## src/design/utf8d_pkg.sv

```systemverilog
// ------------------------------------------------------------------------
// utf8d_pkg
// types and constants shared by the utf-8 byte decoder
// ------------------------------------------------------------------------
package utf8d_pkg;

   localparam int unsigned BYTE_W = 8;
   localparam int unsigned CP_W   = 21;

   localparam logic [CP_W-1:0] CP_REPLACEMENT = 21'h00FFFD;

   // following bytes still claimed by an open sequence
   localparam logic [1:0] PEND_NONE  = 2'd0;
   localparam logic [1:0] PEND_ONE   = 2'd1;
   localparam logic [1:0] PEND_TWO   = 2'd2;
   localparam logic [1:0] PEND_THREE = 2'd3;

   // decoder state carried from byte to byte
   typedef struct packed {
      logic [1:0]      pending;
      logic [CP_W-1:0] partial;
   } dec_state_type;

   // one decoded code point
   typedef struct packed {
      logic [CP_W-1:0] code_point;
      logic            final_point;
   } dec_result_type;

endpackage

```

## src/design/utf8d_decode.sv

```systemverilog
// ------------------------------------------------------------------------
// utf8d_decode
// combinational step: one byte against the current decoder state
// ------------------------------------------------------------------------
module utf8d_decode (
   input  utf8d_pkg::dec_state_type  state_cur,
   input  logic [7:0]                text_byte,
   input  logic                      last_byte,
   output utf8d_pkg::dec_state_type  state_nxt,
   output logic                      emit,
   output utf8d_pkg::dec_result_type result
);
   import utf8d_pkg::*;

   logic [CP_W-1:0] shifted;
   logic [1:0]      pend_dec;

   // continuation: shift in six payload bits, prefix not checked
   assign shifted  = {state_cur.partial[CP_W-7:0], text_byte[5:0]};
   assign pend_dec = state_cur.pending - 2'd1;

   always_comb begin
      state_nxt          = state_cur;
      emit               = 1'b0;
      result.code_point  = '0;
      result.final_point = last_byte;

      priority if (state_cur.pending != PEND_NONE) begin
         // inside a sequence, any byte counts as a following byte
         state_nxt.partial = shifted;
         state_nxt.pending = pend_dec;
         if ((pend_dec == PEND_NONE) || last_byte) begin
            state_nxt.pending = PEND_NONE;
            emit              = 1'b1;
            result.code_point = shifted;
         end
      end else if (text_byte[7] == 1'b0) begin
         // plain ascii
         emit              = 1'b1;
         result.code_point = {{(CP_W-BYTE_W){1'b0}}, text_byte};
      end else if (text_byte[7:5] == 3'b110) begin
         state_nxt.partial = {{(CP_W-5){1'b0}}, text_byte[4:0]};
         state_nxt.pending = PEND_ONE;
      end else if (text_byte[7:4] == 4'b1110) begin
         state_nxt.partial = {{(CP_W-4){1'b0}}, text_byte[3:0]};
         state_nxt.pending = PEND_TWO;
      end else if (text_byte[7:3] == 5'b11110) begin
         state_nxt.partial = {{(CP_W-3){1'b0}}, text_byte[2:0]};
         state_nxt.pending = PEND_THREE;
      end else begin
         // stray continuation or over-long lead
         emit              = 1'b1;
         result.code_point = CP_REPLACEMENT;
      end

      // text ends on a lead byte: payload bits go out alone
      if (!emit && last_byte && (state_cur.pending == PEND_NONE)) begin
         state_nxt.pending = PEND_NONE;
         emit              = 1'b1;
         result.code_point = state_nxt.partial;
      end
   end

endmodule

```

## src/design/utf8_byte_decoder.sv

```systemverilog
// ------------------------------------------------------------------------
// utf8_byte_decoder
// streaming utf-8 decoder, one text byte per transfer
// ------------------------------------------------------------------------
// Bytes enter an input register, are decoded against the open sequence by a
// short combinational step, and a completed code point lands in a result
// register. The block takes one byte every clock for as long as the result
// side keeps up. The byte that completes a code point is held in the input
// register until the result register is free, and the code point is then
// registered there and offered. A byte with req_last_byte set always yields
// one code point with rsp_final_point set and closes any open sequence.
// ------------------------------------------------------------------------
module utf8_byte_decoder (
   input  logic        clock,
   input  logic        reset,
   input  logic        req_valid,
   output logic        req_ready,
   input  logic [7:0]  req_text_byte,
   input  logic        req_last_byte,
   output logic        rsp_valid,
   input  logic        rsp_ready,
   output logic [20:0] rsp_code_point,
   output logic        rsp_final_point
);
   import utf8d_pkg::*;

   logic           in_valid_ff, in_valid_in;
   logic [7:0]     in_byte_ff;
   logic           in_last_ff;
   dec_state_type  state_ff, state_in;
   logic           out_valid_ff, out_valid_in;
   dec_result_type out_ff;
   logic           out_free, fire, emit;
   dec_result_type result;

   // result register free or emptied this cycle
   assign out_free  = !out_valid_ff || rsp_ready;
   assign fire      = in_valid_ff && out_free;
   assign req_ready = !in_valid_ff || out_free;

   utf8d_decode u_decode (
      .state_cur (state_ff),
      .text_byte (in_byte_ff),
      .last_byte (in_last_ff),
      .state_nxt (state_in),
      .emit      (emit),
      .result    (result)
   );

   // input register
   assign in_valid_in = (req_valid && req_ready) || (in_valid_ff && !fire);

   always_ff @(posedge clock) begin
      if (reset) begin
         in_valid_ff <= 1'b0;
      end else begin
         in_valid_ff <= in_valid_in;
      end
      if (req_valid && req_ready) begin
         in_byte_ff <= req_text_byte;
         in_last_ff <= req_last_byte;
      end
   end

   // sequence state
   always_ff @(posedge clock) begin
      if (reset) begin
         state_ff.pending <= PEND_NONE;
         state_ff.partial <= '0;
      end else if (fire) begin
         state_ff <= state_in;
      end
   end

   // result register
   always_comb begin
      out_valid_in = out_valid_ff && !rsp_ready;
      if (fire && emit) begin
         out_valid_in = 1'b1;
      end
   end

   always_ff @(posedge clock) begin
      if (reset) begin
         out_valid_ff <= 1'b0;
      end else begin
         out_valid_ff <= out_valid_in;
      end
      if (fire && emit) begin
         out_ff <= result;
      end
   end

   assign rsp_valid       = out_valid_ff;
   assign rsp_code_point  = out_ff.code_point;
   assign rsp_final_point = out_ff.final_point;

endmodule

```

## config.mk

```make
export PLATFORM = sky130hd
export DESIGN_NAME = utf8_byte_decoder
export DESIGN_NICKNAME = d
export VERILOG_FILES = /design/src/design/utf8d_pkg.sv /design/src/design/utf8d_decode.sv /design/src/design/utf8_byte_decoder.sv
export SDC_FILE = /design/constraint.sdc
export NUM_CORES = 1
export LEC_CHECK = 0
export BUFFER_PORTS_ARGS = -buffer_cell sky130_fd_sc_hd__buf_4
export CAP_MARGIN = 25
export CORE_MARGIN = 4
export CORE_UTILIZATION = 40
export CTS_CLUSTER_DIAMETER = 120
export DETAILED_ROUTE_END_ITERATION = 8
export HOLD_SLACK_MARGIN = 0.03
export SKIP_CTS_REPAIR_TIMING = 1
export SLEW_MARGIN = 5
export SYNTH_ARGS = -nofsm -noshare
export SYNTH_HDL_FRONTEND = slang
export SYNTH_SLANG_ARGS = --single-unit
```

## constraint.sdc

```tcl
create_clock -name clock -period 3.1 [get_ports clock]
set_input_delay 0.31 -clock clock [delete_from_list [all_inputs] [get_ports clock]]
set_output_delay 0.31 -clock clock [all_outputs]
set_load 0.05 [all_outputs]
```

==> results of run 1 <==
==> worst min path at each step <==
stage,start,end,slack (ns),cells after the start
global route,req_text_byte[0],in_byte_ff[0],0.16,1
finish,req_text_byte[0],in_byte_ff[0],0.18,1
detailed placement,state_ff[22],state_ff[22],0.48,1
CTS,req_text_byte[5],in_byte_ff[5],0.17,1
global placement,state_ff[22],state_ff[22],0.47,1
floorplan,req_text_byte[0],in_byte_ff[0],0.41,0
==> logic make-up after synthesis <==
group,after synthesis,share of synthesized area [%]
flip-flops,50,63.9
adder cells (fa/ha/maj),2,1.22
AO/OA/AOI/OAI,48,16.9
AND/OR/NAND/NOR,55,13.9
buffers and inverters,14,4.03
==> layer usage <==
| layer | wire length [um] | vias up | global-route usage [%] |
|---|---|---|---|
| li1 | - | 692 | - |
| met1 | 1780 | 682 | 18.2 |
| met2 | 1940 | 50 | 21.9 |
| met3 | 288 | 6 | 4.74 |
| met4 | 61 | 0 | 4.81 |
| met5 | 0 | - | 0 |
==> metrics by stage <==
| step | area [um^2] | hold slack, ns |
|---|---|---|
| finish | 2450 | 0.183 |
| floorplan | 2050 | 0.409 |
| detailed placement | 2370 | 0.476 |
| global route | 2450 | 0.165 |
| CTS | 2450 | 0.169 |
| global placement | 2370 | 0.466 |
==> state kept, by name (all words and copies together) (netlist names) <==
| name | flops |
|---|---|
| in_byte_ff | 8 |
| rsp_code_point | 21 |
| state_ff | 17 |
| rsp_valid | 1 |
| in_last_ff | 1 |
| rsp_final_point | 1 |
| in_valid_ff | 1 |
==> worst register-to-register path, delay by kind of cell, from the launching register on <==
kind,cells,cell delay (ns)
adders and majority gates,1,0.51
AOI/OAI and AO/OA,1,0.48
and+or+nand+nor,3,0.39
DFF,1,0.34
buffers and inverters,2,0.32
==> power by group <==
part	switching (uW)	internal, uW	total [uW]	leakage [uW]
Clock	207	159	367	0.0000452
Combinational	98.9	50.5	149	0.000495
Sequential	17.2	734	751	0.000449
==> synth_stat cells, types with 2 or more instances <==
master,instances
nor2b_1,2
nand3_1,2
edfxtp_1,31
dfxtp_1,19
nand4_1,2
nor2_1,19
a21o_1,12
ha_1,2
and2_1,7
inv_1,5
nand2b_1,2
a22oi_1,10
a22o_1,3
buf_6,2
buf_4,4
a21oi_1,9
nand2_1,14
o21ai_0,4
clkbuf_1,2
==> area by class of cell <==
cell class	instances	share of cell area, %
flip-flops and latches	50	53.5
multi-input cells	105	26.9
repair buffers	39	11.9
well taps	67	3.42
clock buffers	6	2.96
inverters	5	0.765
clock inverters	2	0.561
==> flow_metrics.env, run 1 <==
export IMPL_yosysSeqAreaShare_pct=63.9
export IMPL_maxSlewHeadroom_pct=59.8
export IMPL_synth_largest_area_cell="edfxtp_1"
export IMPL_critPathTopFamily="adder cells"
export IMPL_pin_count=37
export IMPL_netlist_top_cells_area="edfxtp_1 45%, dfxtp_1 19%, a21o_1 4.4%"
export IMPL_coreArea_mm2=0.00485
export IMPL_grtUsageTotal_pct=14.0
export IMPL_mostFrequentLayoutCells="39 x buf_4, 31 x edfxtp_1, 19 x dfxtp_1, 18 x nor2_1, 14 x nand2_1"
export IMPL_synth_distinct_cells=37
export IMPL_cts_root_buffer="clkbuf_8"
export IMPL_layout_drive_gt1_share_pct=25.6
export IMPL_grt_pass1_vias=1447
export IMPL_syn_to_final_growth_pct=19.6
export IMPL_totalWireLength_um=4070
export IMPL_drcViolationCount=0
export IMPL_worst_slew_pin_slew_ns=0.601
export IMPL_crit_buf_inv=2
export IMPL_antenna_cells=0
export IMPL_clock_latency_ns=0.30
export IMPL_worstSetupStartpointType="flip-flop"
export IMPL_fin_setup_tns_ns=0
export IMPL_antenna_found_initial=0
export IMPL_final_max_slew_viol_count=0
export IMPL_cpPeakStageDelay_ns=0.51
export IMPL_cts_tree="built"
export IMPL_power_per_cell_area_mw_per_mm2=517
export IMPL_power_uw=1270
export IMPL_layout_commonest_cell="buf_4"
export IMPL_worstPathArrival_ns=2.34
export IMPL_crit_end="rsp_code_point[2]"
export IMPL_cpMostUsedCell="nor2_1"
export IMPL_period_needed_ns=2.19
export IMPL_post_drt_wl_per_cell_um=14.9
export IMPL_worst_path_stages=7
export IMPL_yosys_warnings=0
export IMPL_synthFlopType="edfxtp_1"
export IMPL_async_flop_share_pct=0
export IMPL_clockBufferDepth=2
export IMPL_dp_worst_setup_slack_ns=0.955
export IMPL_crit_required_ns=3.24
export IMPL_grt_start_max_net_pins=23
export IMPL_multi_input_area_um2=659
export IMPL_placed_cells=266
export IMPL_finalHoldViolations=0
export IMPL_rr_startpoint="state_ff[21]"
export IMPL_layoutNonFillerInstCount=274
export IMPL_syn_num_nets=184
export IMPL_drtIter0Drc=116
export IMPL_max_freq_mhz=456
export IMPL_die_h_um=79.6
export IMPL_grt_pass1_wl_um=6930
export IMPL_gp_congestion=0.841
export IMPL_hold_path_class="in -> reg"
export IMPL_regArea_mm2=0.00131
export IMPL_port_buffers=36
export IMPL_end_kind="flip-flop"
export IMPL_crit_path_top_delay_cell="ha_1"
export IMPL_fin_skew_ns=0.00716
export IMPL_rr_endpoint="rsp_code_point[2]"
export IMPL_gr_total_overflow=0
export IMPL_vias=1430
export IMPL_max_cap_viol_count=0
export IMPL_synth_edf_count=31
export IMPL_peakVddDrop_uv=271
export IMPL_layout_setup_ws_ns=0.905
export IMPL_rrSetupSlack_ns=0.91
export IMPL_fin_crit_sh_pct=70.8
export IMPL_syn_inst=169
export IMPL_placementRows=25
export IMPL_worstSetupStartpoint="state_ff[21]"
export IMPL_cts_max_level=2
export IMPL_ant_nets=0
export IMPL_layout_nets=221
export IMPL_p_leak_uw=0.000988
export IMPL_fin_util_pct=50.6
export IMPL_die_w_um=79.6
export IMPL_crit_chain="inv_1 > ha_1 > nand2_1 > a21oi_1 > buf_4 > nor2_1 > nor2_1"
export IMPL_critPathMaxFanout=15
export IMPL_setup_viol=0
export IMPL_dieArea_mm2=0.00634
export IMPL_clk_pin_slew_worst_paths_ns=0.09
export IMPL_rsz0062_at_grt="false"
export IMPL_r2r_cells=7
export IMPL_synth_top_area_share_pct=45.4
export IMPL_synthesis_area_mm2=0.00205
export IMPL_ys_ff_latch=50
export IMPL_crit_type="reg -> reg"
export IMPL_via_per_inst=5.22
export IMPL_nFillCells=438
export IMPL_numCtsBuffers=5
export IMPL_syn_avg_cell_area_um2=12.1
export IMPL_start_util_pct=42.3
export IMPL_post_dp_hpwl_um=2910
export IMPL_dr_pass1_iters=4
export IMPL_clock_sinks=50
export IMPL_outcome="finished, final reports clean"
Note: power is estimated with default switching activity, not from simulation.
==> run 2, diff against run 1 <==
==> constraint.sdc (replaced) <==
create_clock -name clock -period 2.2 [get_ports clock]
set_input_delay 0.22 -clock clock [delete_from_list [all_inputs] [get_ports clock]]
set_output_delay 0.22 -clock clock [all_outputs]
set_load 0.05 [all_outputs]
==> run 2 against run 1 <==
  * Flip-flop and latch count is the same
  * Combinational power grew 46%
  * Largest power group unchanged
  * Register-to-register slack lost 0.70 ns
  * Global-route usage shrank 0.65 points
  * Cell count grew 1.1%
==> flow_metrics.env, run 2 (same netlist as run 1, synthesis figures left out) <==
export IMPL_layout_commonest_cell="buf_4"
export IMPL_dr_pass1_iters=5
export IMPL_die_h_um=79.6
export IMPL_antenna_cells=0
export IMPL_clock_latency_ns=0.31
export IMPL_cpPeakStageDelay_ns=0.50
export IMPL_placed_cells=268
export IMPL_worstSetupStartpointType="flip-flop"
export IMPL_post_dp_hpwl_um=2870
export IMPL_fin_crit_sh_pct=90.6
export IMPL_antenna_found_initial=0
export IMPL_critPathMaxFanout=15
export IMPL_power_uw=1800
export IMPL_port_buffers=36
export IMPL_largest_reg_flops=21
export IMPL_max_freq_mhz=502
export IMPL_fin_hold_ws_ns=0.0813
export IMPL_outcome="finished, final reports clean"
export IMPL_fin_setup_tns_ns=0
export IMPL_layoutNonFillerInstCount=277
export IMPL_drtIter0Drc=91
export IMPL_period_needed_ns=1.99
export IMPL_grt_pass1_wl_um=6510
export IMPL_dieArea_mm2=0.00634
export IMPL_rrSetupSlack_ns=0.21
export IMPL_via_per_inst=5.16
export IMPL_numCtsBuffers=5
export IMPL_finalHoldViolations=0
export IMPL_setup_viol=0
export IMPL_crit_required_ns=2.22
export IMPL_crit_buf_inv=2
export IMPL_p_leak_uw=0.00101
export IMPL_totalWireLength_um=3980
export IMPL_coreArea_mm2=0.00485
export IMPL_pin_count=37
export IMPL_fin_skew_ns=0.0128
export IMPL_grtUsageTotal_pct=13.4
export IMPL_grt_start_max_net_pins=21
export IMPL_clock_sinks=50
export IMPL_crit_chain="inv_1 > ha_1 > nor3_1 > a21o_1 > nor2_2 > buf_4"
export IMPL_power_per_cell_area_mw_per_mm2=725
export IMPL_placementRows=25
export IMPL_start_util_pct=42.3
export IMPL_maxSlewHeadroom_pct=63.6
export IMPL_regArea_mm2=0.00131
export IMPL_end_kind="flip-flop"
export IMPL_layout_nets=224
export IMPL_rsz0062_at_grt="false"
export IMPL_gp_congestion=0.880
export IMPL_nFillCells=429
export IMPL_hold_path_class="in -> reg"
export IMPL_crit_type="reg -> reg"
export IMPL_grt_pass1_vias=1401
export IMPL_post_drt_wl_per_cell_um=14.4
export IMPL_cts_root_buffer="clkbuf_8"
export IMPL_cts_tree="built"
export IMPL_cts_max_level=2
export IMPL_max_cap_viol_count=0
export IMPL_peakVddDrop_uv=408
export IMPL_place_area_mm2=0.00239
export IMPL_die_w_um=79.6
export IMPL_worst_slew_pin_slew_ns=0.546
export IMPL_syn_to_final_growth_pct=21.3
export IMPL_multi_input_area_um2=659
export IMPL_ant_nets=0
export IMPL_worstPathArrival_ns=2.02
export IMPL_critPathTopFamily="adder cells"
export IMPL_clockBufferDepth=2
export IMPL_clk_pin_slew_worst_paths_ns=0.09
export IMPL_final_area_mm2=0.00249
export IMPL_final_max_slew_viol_count=0
export IMPL_gr_total_overflow=0
export IMPL_mostFrequentLayoutCells="41 x buf_4, 31 x edfxtp_1, 19 x dfxtp_1, 18 x nor2_1, 14 x nand2_1"
export IMPL_crit_path_top_delay_cell="ha_1"
export IMPL_layout_drive_gt1_share_pct=26.7
export IMPL_drcViolationCount=0
export IMPL_vias=1429
==> run 2: cell count changes in the layout (fill, tap and decap cells not counted) <==
cell | before | now
buf_12 | 0 | 1
buf_4 | 39 | 41
clkinv_4 | 1 | 0
inv_6 | 0 | 1
==> run 2: layout make-up <==
type | instances | share of cell area [%]
Tap cell | 67 | 3.37
Multi-Input combinational cell | 105 | 26.5
Sequential cell | 50 | 52.7
Clock inverter | 2 | 0.553
Clock buffer | 6 | 2.92
Inverter | 5 | 0.755
Timing Repair Buffer | 42 | 13.2
==> run 2: metrics by stage <==
stage               setup WS, ns  utilization (%)
finish                     0.206             51.3
global placement           0.240             49.4
detailed placement        0.0568             49.4
CTS                       0.0495             51.1
global route              0.0989             51.3
floorplan                 0.0408                -
==> run 2: worst reg2reg max path, delay by kind of cell, from the launching register on <==
family	cells	cell delay, ns
AO/OA/AOI/OAI	1	0.22
adder cells (fa/ha/maj)	1	0.50
buffers and inverters	2	0.25
flip-flops	1	0.35
AND/OR/NAND/NOR	2	0.40
==> run 2: layer usage <==
metal	up-vias	track usage, %	wire length, um
li1	693	-	-
met4	0	4.64	57
met3	6	4.18	290
met5	-	0	0
met1	679	17.0	1780
met2	51	21.5	1850
==> run 2: report_power, final <==
part / switching (uW) / internal (uW)
Combinational: 139 / 77.4
Clock: 300 / 227
Sequential: 24.3 / 1030
Total: 464 / 1340
==> run 2: final timing paths <==
kind,end,cells past startpoint,from
hold / removal,in_byte_ff[1],1,req_text_byte[1]
setup / recovery,rsp_code_point[12],6,state_ff[21]
hold reg to reg,state_ff[0],2,state_ff[0]
setup reg to reg,rsp_code_point[12],6,state_ff[21]
==> run 3, diff against run 2 <==
==> constraint.sdc (replaced) <==
create_clock -name clock -period 2.2 [get_ports clock]
set_input_delay 0.11 -clock clock [delete_from_list [all_inputs] [get_ports clock]]
set_output_delay 0.11 -clock clock [all_outputs]
set_load 0.05 [all_outputs]
==> run 3 against run 2 <==
  * Clock power is essentially flat
  * Sequential power about the same
  * Hold slack got worse by 0.047 ns
  * Cell area up 3.6%
  * Non-clock buffer count rose by 9
  * Largest power group unchanged
==> flow_metrics.env, run 3 (same netlist as run 1, synthesis figures left out) <==
export IMPL_layoutNonFillerInstCount=286
export IMPL_setup_viol=0
export IMPL_cts_root_buffer="clkbuf_8"
export IMPL_start_util_pct=42.3
export IMPL_pin_count=37
export IMPL_crit_buf_inv=2
export IMPL_layout_setup_ws_ns=0.204
export IMPL_dr_wl_met3_um=307
export IMPL_cts_tree="built"
export IMPL_maxSlewHeadroom_pct=63.0
export IMPL_power_per_cell_area_mw_per_mm2=705
export IMPL_mostFrequentLayoutCells="41 x buf_4, 31 x edfxtp_1, 19 x dfxtp_1, 18 x nor2_1, 14 x nand2_1"
export IMPL_grt_pass1_wl_um=6510
export IMPL_crit_path_top_delay_cell="ha_1"
export IMPL_post_drt_wl_per_cell_um=14.1
export IMPL_die_w_um=79.6
export IMPL_fin_crit_sh_pct=90.7
export IMPL_layout_drive_gt1_share_pct=25.6
export IMPL_coreArea_mm2=0.00485
export IMPL_fin_setup_tns_ns=0
export IMPL_port_buffers=36
export IMPL_placed_cells=268
export IMPL_period_needed_ns=2.00
export IMPL_final_max_slew_viol_count=0
export IMPL_grtUsageTotal_pct=13.4
export IMPL_dp_worst_setup_slack_ns=0.0568
export IMPL_dr_pass1_iters=4
export IMPL_via_per_inst=5.14
export IMPL_gr_total_overflow=0
export IMPL_final_area_mm2=0.00258
export IMPL_top_layer="met4"
export IMPL_r2r_cells=6
export IMPL_rrSetupSlack_ns=0.20
export IMPL_grt_pass1_vias=1401
export IMPL_fin_hold_ws_ns=0.0344
export IMPL_max_cap_viol_count=0
export IMPL_cpPeakStageDelay_ns=0.50
export IMPL_gp_congestion=0.880
export IMPL_peakVddDrop_uv=404
export IMPL_crit_type="reg -> reg"
export IMPL_max_freq_mhz=501
export IMPL_cts_max_level=2
export IMPL_hold_end="in_valid_ff"
export IMPL_end_kind="flip-flop"
export IMPL_clockBufferDepth=2
export IMPL_worstSetupStartpointType="flip-flop"
export IMPL_worst_path_stages=6
export IMPL_antenna_found_initial=0
export IMPL_crit_required_ns=2.22
export IMPL_grt_start_max_net_pins=21
export IMPL_layout_nets=233
export IMPL_clk_pin_slew_worst_paths_ns=0.09
export IMPL_dieArea_mm2=0.00634
export IMPL_totalWireLength_um=4020
export IMPL_antenna_cells=0
export IMPL_clock_sinks=50
export IMPL_numCtsBuffers=5
export IMPL_drcViolationCount=0
export IMPL_worst_slew_pin_slew_ns=0.554
export IMPL_ant_nets=0
export IMPL_clock_latency_ns=0.31
export IMPL_layout_commonest_cell="buf_4"
export IMPL_hold_path_class="in -> reg"
export IMPL_critPathMaxFanout=15
export IMPL_syn_to_final_growth_pct=25.7
export IMPL_die_h_um=79.6
export IMPL_rr_endpoint="rsp_code_point[12]"
export IMPL_post_dp_hpwl_um=2870
export IMPL_outcome="finished, final reports clean"
export IMPL_rsz0062_at_grt="false"
export IMPL_place_area_mm2=0.00239
export IMPL_placementRows=25
export IMPL_route_met2_wl_um=1920
export IMPL_drtIter0Drc=93
export IMPL_vias=1469
export IMPL_critPathTopFamily="adder cells"
export IMPL_min_from="req_valid"
export IMPL_finalHoldViolations=0
export IMPL_largest_reg_flops=21
export IMPL_worstPathArrival_ns=2.02
export IMPL_min_path_cells=3
export IMPL_rr_startpoint="state_ff[21]"
export IMPL_drt_met1_wl_um=1730
export IMPL_p_leak_uw=0.00104
export IMPL_crit_chain="inv_1 > ha_1 > nor3_1 > a21o_1 > nor2_2 > buf_4"
export IMPL_fin_skew_ns=0.0131
==> run 3: cell types whose count changed in the layout (fill, tap and decap cells not counted) <==
cell,delta
dlygate4sd3_1,+9
==> run 3: metrics by stage <==
stage          util, %  total power (uW)
6_report          53.2              1820
5_1_grt           53.2              1890
4_1_cts           51.1              1820
3_5_place_dp      49.4              1300
3_3_place_gp      49.4              1290
2_1_floorplan        -              1220
==> run 3: worst max path at each step <==
| stage | startpoint | to | slack [ns] |
|---|---|---|---|
| 2_1_floorplan | state_ff[21] | rsp_code_point[0] | 0.04 |
| 3_3_place_gp | state_ff[21] | rsp_code_point[3] | 0.24 |
| 3_5_place_dp | state_ff[21] | rsp_code_point[5] | 0.06 |
| 4_1_cts | state_ff[21] | rsp_code_point[5] | 0.05 |
| 5_1_grt | state_ff[21] | rsp_code_point[12] | 0.1 |
| 6_report | state_ff[21] | rsp_code_point[12] | 0.20 |
==> run 3: area by class of cell <==
type / instances / area, um^2
fillers: 418 / 2270
clock buffers: 6 / 72.6
inverters: 5 / 18.8
multi-input cells: 105 / 659
clock inverters: 2 / 13.8
repair buffers: 51 / 418
flip-flops and latches: 50 / 1310
well taps: 67 / 83.8
==> run 3: where the power goes <==
part           leakage [uW]  switching, uW  internal, uW
logic              0.000550            141          87.8
registers          0.000449           24.3          1030
clock network     0.0000456            302           227
==> run 3: tightest hold or removal path, delay by kind of cell <==
family | cells | cell delay [ns]
AO/OA/AOI/OAI | 1 | 0.03
buffers and inverters | 1 | 0.08
AND/OR/NAND/NOR | 1 | 0.07
==> run 3: layer usage <==
| metal | up-vias | global-route usage [%] |
|---|---|---|
| met5 | - | 0 |
| met4 | 0 | 4.64 |
| met3 | 7 | 4.18 |
| li1 | 712 | - |
| met1 | 698 | 17.0 |
| met2 | 52 | 21.5 |
